`src/rtl/bcrs_pkg.sv`:
```
// ----------------------------------------------------------------------------
// bcrs_pkg
// Shared types and constants of the bigram count roulette sampler.
// ----------------------------------------------------------------------------
package bcrs_pkg;

	localparam int TOK_W = 8;
	localparam int RND_W = 24;
	localparam int SUM_W = 24;
	localparam int TIU_W = 9;

	localparam logic [TOK_W-1:0] START_ID = 8'd0;
	localparam logic [TOK_W-1:0] END_ID   = 8'd1;
	localparam logic [SUM_W-1:0] SUM_MAX  = 24'hFFFFFF;

	localparam logic [1:0] POS_FIRST = 2'd0;
	localparam logic [1:0] POS_LAST  = 2'd2;

	localparam logic ACT_LOAD   = 1'b0;
	localparam logic ACT_SAMPLE = 1'b1;

	typedef enum logic [8:0] {
		ST_CLEAR = 9'b000000001,
		ST_IDLE  = 9'b000000010,
		ST_BRD   = 9'b000000100,
		ST_BWR   = 9'b000001000,
		ST_SRD   = 9'b000010000,
		ST_SSUM  = 9'b000100000,
		ST_SDIV  = 9'b001000000,
		ST_SCAN  = 9'b010000000,
		ST_FIN   = 9'b100000000
	} state_t;

endpackage

```
`src/rtl/bcrs_div.sv`:
```
// ----------------------------------------------------------------------------
// bcrs_div
// Restoring remainder unit: one quotient bit per cycle; only the remainder is output.
// ----------------------------------------------------------------------------
module bcrs_div (
	input  logic                        clk,
	input  logic                        arst_n,
	input  logic                        start,
	input  logic [bcrs_pkg::RND_W-1:0]  dividend,
	input  logic [bcrs_pkg::SUM_W-1:0]  divisor,
	output logic                        done,
	output logic [bcrs_pkg::SUM_W-1:0]  rem
);

	localparam int CNT_W = $clog2(bcrs_pkg::RND_W + 1);

	logic [bcrs_pkg::SUM_W-1:0] rem_q;
	logic [bcrs_pkg::RND_W-1:0] num_q;
	logic [bcrs_pkg::SUM_W-1:0] den_q;
	logic [CNT_W-1:0]           cnt_q;
	logic                       busy_q;
	logic                       done_q;
	logic [bcrs_pkg::SUM_W:0]   trial;

	assign trial = {rem_q, num_q[bcrs_pkg::RND_W-1]};

	always_ff @(posedge clk or negedge arst_n) begin
		if (!arst_n) begin
			busy_q <= 1'b0;
			done_q <= 1'b0;
			cnt_q  <= '0;
		end else begin
			done_q <= 1'b0;
			if (start) begin
				busy_q <= 1'b1;
				cnt_q  <= CNT_W'(bcrs_pkg::RND_W);
			end else if (busy_q) begin
				cnt_q <= cnt_q - 1'b1;
				if (cnt_q == CNT_W'(1)) begin
					busy_q <= 1'b0;
					done_q <= 1'b1;
				end
			end
		end
	end

	always_ff @(posedge clk) begin
		if (start) begin
			rem_q <= '0;
			num_q <= dividend;
			den_q <= divisor;
		end else if (busy_q) begin
			num_q <= {num_q[bcrs_pkg::RND_W-2:0], 1'b0};
			if (trial >= {1'b0, den_q})
				rem_q <= bcrs_pkg::SUM_W'(trial - {1'b0, den_q});
			else
				rem_q <= trial[bcrs_pkg::SUM_W-1:0];
		end
	end

	assign done = done_q;
	assign rem  = rem_q;

endmodule

```
`config.mk`:
```
export PLATFORM = sky130hd
export DESIGN_NAME = bcrs_div
export DESIGN_NICKNAME = d
export VERILOG_FILES = /design/src/rtl/bcrs_pkg.sv /design/src/rtl/bcrs_div.sv
export SDC_FILE = /design/constraint.sdc
export NUM_CORES = 1
export LEC_CHECK = 0
export BUFFER_PORTS_ARGS = -buffer_cell sky130_fd_sc_hd__buf_2
export CELL_PAD_IN_SITES_DETAIL_PLACEMENT = 0
export CELL_PAD_IN_SITES_GLOBAL_PLACEMENT = 2
export CORE_AREA = 3 3 124 126
export DETAILED_ROUTE_END_ITERATION = 7
export DIE_AREA = 0 0 127 129
export GPL_ROUTABILITY_DRIVEN = 0
export PLACE_DENSITY_LB_ADDON = 0.2
export SLEW_MARGIN = 20
export SYNTH_ARGS = -nofsm -noshare
export SYNTH_HDL_FRONTEND = slang
export SYNTH_SLANG_ARGS = --single-unit
```
`constraint.sdc`:
```
create_clock -name clk -period 2.38 [get_ports clk]
set_input_delay 0 -clock clk [delete_from_list [all_inputs] [get_ports clk]]
set_output_delay 0 -clock clk [all_outputs]
set_load 0.005 [all_outputs]
```
# ---- After elaboration in Yosys (flattened, before gate mapping)
# Cells that the tools add are included.
dict set report classes {
  n_addsub 2
  order_cmp 1
  n_eq_ne 1
  n_mux 11
  reduce_logical 1
}
# cell count
set ops {}
lappend ops {{24-bit 2-to-1 mux} 3}
lappend ops {{25-bit by 24-bit >= comparator with 1-bit output} 1}
lappend ops {{24-bit subtractor} 1}
lappend ops {{5-bit 2-to-1 mux} 2}
lappend ops {{1-bit 2-to-1 mux} 6}
lappend ops {{5-bit by 1-bit equality test with 1-bit output, second input constant} 1}
lappend ops {{5-bit by 1-bit subtractor with 5-bit output, second input constant} 1}
lappend ops {{2-bit nonzero test} 1}
dict set report word_totals {
  ff_bits 79
  input_bits 51
  output_inout_bits 25
}

# ---- Longest topological paths before layout
dict set report depth {
  ltp_word 4
  depth_mapped 11
  ltp_nobuf 11
}

# ---- Worst setup path after synthesis
# OpenSTA, ideal clock, no wires.
dict set report synth_path {
  kind {register -> register}
  start {register rem_q (netlist bit rem[12])}
  end {register rem_q (netlist bit rem[9])}
  t_arrival_ns 2.550
  slack_ns -0.261
  stages_incl_launch_ff 9
  path_buffers 0
  period_less_slack_ns 2.641
  cell_sequence {dfxtp_1 ha_1 nand4_2 or4_1 o32a_1 o211ai_2 nor2_2 or3_1 a311oi_1}
}
dict set report synth_via {
  elab_chain_len 2
}
# item line
set synth_lines {}
lappend synth_lines {{from (decl)} bcrs_div.sv:17} ;# logic [bcrs_pkg::SUM_W-1:0] rem_q;
lappend synth_lines {{from (signal assigned)} bcrs_div.sv:55} ;# rem_q <= bcrs_pkg::SUM_W'(trial - {1'b0, den_q});
lappend synth_lines {{from (signal assigned)} bcrs_div.sv:57} ;# rem_q <= trial[bcrs_pkg::SUM_W-1:0];
lappend synth_lines {{25-bit by 24-bit >= comparator with 1-bit output} bcrs_div.sv:54} ;# if (trial >= {1'b0, den_q})
lappend synth_lines {{24-bit 2-to-1 mux} bcrs_div.sv:54}
# Every way passes these cells.
# A chain may end at the register's enable or synchronous reset.

# ---- Worst setup path after layout
dict set report layout_path {
  start {register den_q[9] (netlist name)}
  end {register rem_q (netlist bit rem[18])}
}
dict set report layout_via {
  elab_chain_len 2
  elab_cells_between_ends 3
}
# item line
set layout_lines {}
lappend layout_lines {{from (decl)} bcrs_div.sv:19} ;# logic [bcrs_pkg::SUM_W-1:0] den_q;
lappend layout_lines {{from (signal assigned)} bcrs_div.sv:51} ;# den_q <= divisor;
lappend layout_lines {{24-bit subtractor or 25-bit by 24-bit >= comparator with 1-bit output (tied branches)} {bcrs_div.sv:55, bcrs_div.sv:54}}
lappend layout_lines {{24-bit 2-to-1 mux *} bcrs_div.sv:54}
# Mark *: on every way between the ends. The rest lies on a longest branch, timed or not.

==> run metrics <==
Initial Utilization roughly a third; Crit Path Category flop to flop; Switching Share ~36%; CTS Sinks slightly below 80; Crit Reg-Reg Startpoint den_q[9]; vias in the first global route 4266; Nets 770; min-delay src start; final wirelength around 13 mm; clk_lat worst skew around 0.35 ns; H-tree levels 3; worst hold margin 0.155 ns; ys async rst share 8.86%; Hold Path Stages 1; initial antenna violation count 0; internal power roughly 0.0047 W; clk_skew between 0.008 and 0.009 ns; leading post-synthesis cells by instance count nand2_1, edfxtp_1, inv_1; via count roughly 4300; setup ws final -0.322 ns; top-count cell post-synth nand2_1; Mapped Cells 463; worst reg-to-reg path cell count 10; CP Capture Type flop; DR pass1 iterations 4; CP required around 2.6 ns; HP Class input pin to flop; Post-synth EDFFs 48; syn_nets roughly 540; initial DRC count ~140; Hold Fails Final Rpt 0; GRT Util Overall around 16%; vias per cell 4.87; CP max FO 5; clock network power share 21.0%; Worst Path Buf+Inv 2; Final Critical Period 2.70 ns; maximum clock path buffer count 2; GR Overflow Total 0; Worst IR Drop VDD roughly 0.42 mV; Post-DRT Antenna Nets 0; Yosys reg bits 79; pin count of the biggest net entering global routing 55; crit start category flop; clk slew on worst S/H paths roughly 0.070 ns; RSZ-0062 raised after global routing true; Switch Pwr between 0.002 and 0.003 W; CP max stage delay approximately 0.5 ns; post-route cell area about 7200 µm²; Die Ht between 100 and 150 µm; Comb pwr share between 50% and 60%; Max Cap Violations 0; Synth area leader edfxtp_1; CTS tree built; Synth Cell Area 4590 µm²; DR WL/cell ~15 µm; syn_area_per_cell ~10 µm²; diode count 0; FMAX between 300 and 400 MHz; post-synthesis sequential area ratio 45.7%; Worst Setup SP den_q[9]; Critical Path Stages 10; Rows between 40 and 50; status finished with violations; drc violations 0; worst-case headroom to the max-slew limit ~57%; CTS buffer count 9; CP arrival ~3.0 ns; Final setup viols 24; Pleak just over 3 nW; top cells by area, synth edfxtp_1, dfxtp_1, ha_1; synthesis-to-finish area growth 57.6%; post-DP HPWL approximately 9.3 mm; input/output buffers 75; Die W around 130 µm; die area around 16000 µm²; P per Cell Area between 1000 and 1500 nW/µm²; CTS Root Cell clkbuf_16; warnings from Yosys 0; first-pass GRT wire length slightly above 20 mm; violated checks negative setup slack; CP delay by family, top compound AO/OA/AOI/OAI gates; ratio of cells with drive above 1 in the final layout 41.0%; Final Max Tran Viols 0; crit-path cells inv_2 -> ha_4 -> nand4_1 -> or4_1 -> o32a_1 -> o211a_2 -> nand2_4 -> bufbuf_16 -> nand3_1 -> a311oi_2; Synth Flop Type edfxtp_1; Yosys top cell area share between 30% and 40%; core area roughly 14000 µm²; Final Cycle Share 114%; Crit-path slowest cell or4_1; Cell Area, Placed around 6000 µm²; num ports 76; worst slew pin tran about 0.64 ns; synth unique cells between 60 and 70; Reg power frac roughly a quarter
==> cells by family (layout without fill, tap and decap cells) <==
family                   after synthesis  after routing  share of synthesized area [%]
AO/OA/AOI/OAI                        121            121                           18.4
XOR/XNOR                              13             13                           2.48
adder cells (fa/ha/maj)               27             27                           7.52
buffers and inverters                 56            290                           4.71
flip-flops                            79             79                           45.7
multiplexers                          26             26                           6.32
AND/OR/NAND/NOR                      141            141                           14.9
==> final timing paths <==
check / end / slack, ns
worst max-delay path: rem[18] / -0.32
worst min-delay path: den_q[3] / 0.15
worst max register to register: rem[18] / -0.32
worst min register to register: cnt_q[4] / 0.53
max in group asynchronous: busy_q / 1.55
min in group asynchronous: cnt_q[2] / 0.59
==> sequential cells by signal, summed over array words and instances, names as in the netlist <==
signal / count
cnt_q: 5
den_q: 24
rem: 24
num_q: 24
done: 1
busy_q: 1
==> worst reg2reg max path, delay by kind of cell (launching register included) <==
kind / cells / cell delay, ns
AOI/OAI and AO/OA: 3 / 0.86
adders and majority gates: 1 / 0.26
DFF: 1 / 0.34
buffers and inverters: 2 / 0.32
and+or+nand+nor: 4 / 0.84
==> area by class of cell <==
cell class                      count  area, µm²
Fill cell                        1361       7190
Multi-Input combinational cell    328       2650
Sequential cell                    79       2100
Timing Repair Buffer              238       1790
Tap cell                          184        230
Clock buffer                        9        225
Inverter                           36        135
Clock inverter                      7        105
==> power groups by stage <==
stage          logic (W)  registers (W)  clock network [W]
6_report         0.00395        0.00188            0.00155
5_1_grt          0.00435        0.00191            0.00165
4_1_cts          0.00374        0.00188            0.00160
3_5_place_dp     0.00342        0.00189                  0
3_3_place_gp     0.00340        0.00189                  0
2_1_floorplan    0.00181        0.00195                  0
==> metal layers <==
layer	share of wire [%]	global-route usage, %	vias up
met3	3.1	3.61	10
met4	1.1	5.11	0
li1	-	-	2182
met1	48	21.3	2043
met2	48	25.9	54
met5	0	0	-
==> timing repair <==
item | 4_1_cts | 5_1_grt
setup buffers | 6 | 6
pin swaps | 19 | 25
resized for setup | 20 | 38
endpoints found under the setup margin | 24 | 24
hold buffers | 50 | 0
hold endpoints to repair | 55 | 0
cloned | 1 | 0
==> metrics by stage <==
stage                     setup slack (ns)  util, %  cells  setup TNS (ns)  total power, W
after floorplan                     -0.201        -    463           -2.42         0.00376
after global placement              -0.393     41.4    804           -5.72         0.00529
after detailed placement            -0.499     41.4    804           -6.66         0.00531
after CTS                           -0.400     48.5    876           -7.08         0.00722
after global routing                -0.455     50.2    881           -7.76         0.00791
final                               -0.322     50.2    881           -4.61         0.00738
==> cell usage in the layout, fill, tap and decap left out, drive strengths merged, types with 7 or more instances in the layout <==
master and count:
a21oi 26, a311oi 18, buf 187, clkbuf 9
dfrtp 7, dfxtp 24, dlygate4sd3 50, edfxtp 48
ha 26, inv 38, mux2 24, nand2 49
nand2b 7, nand3 10, nand4 7, nor2 35
o211ai 9, o21ai 20, xnor2 8
No activity file was read; power rests on OpenSTA's default activity.
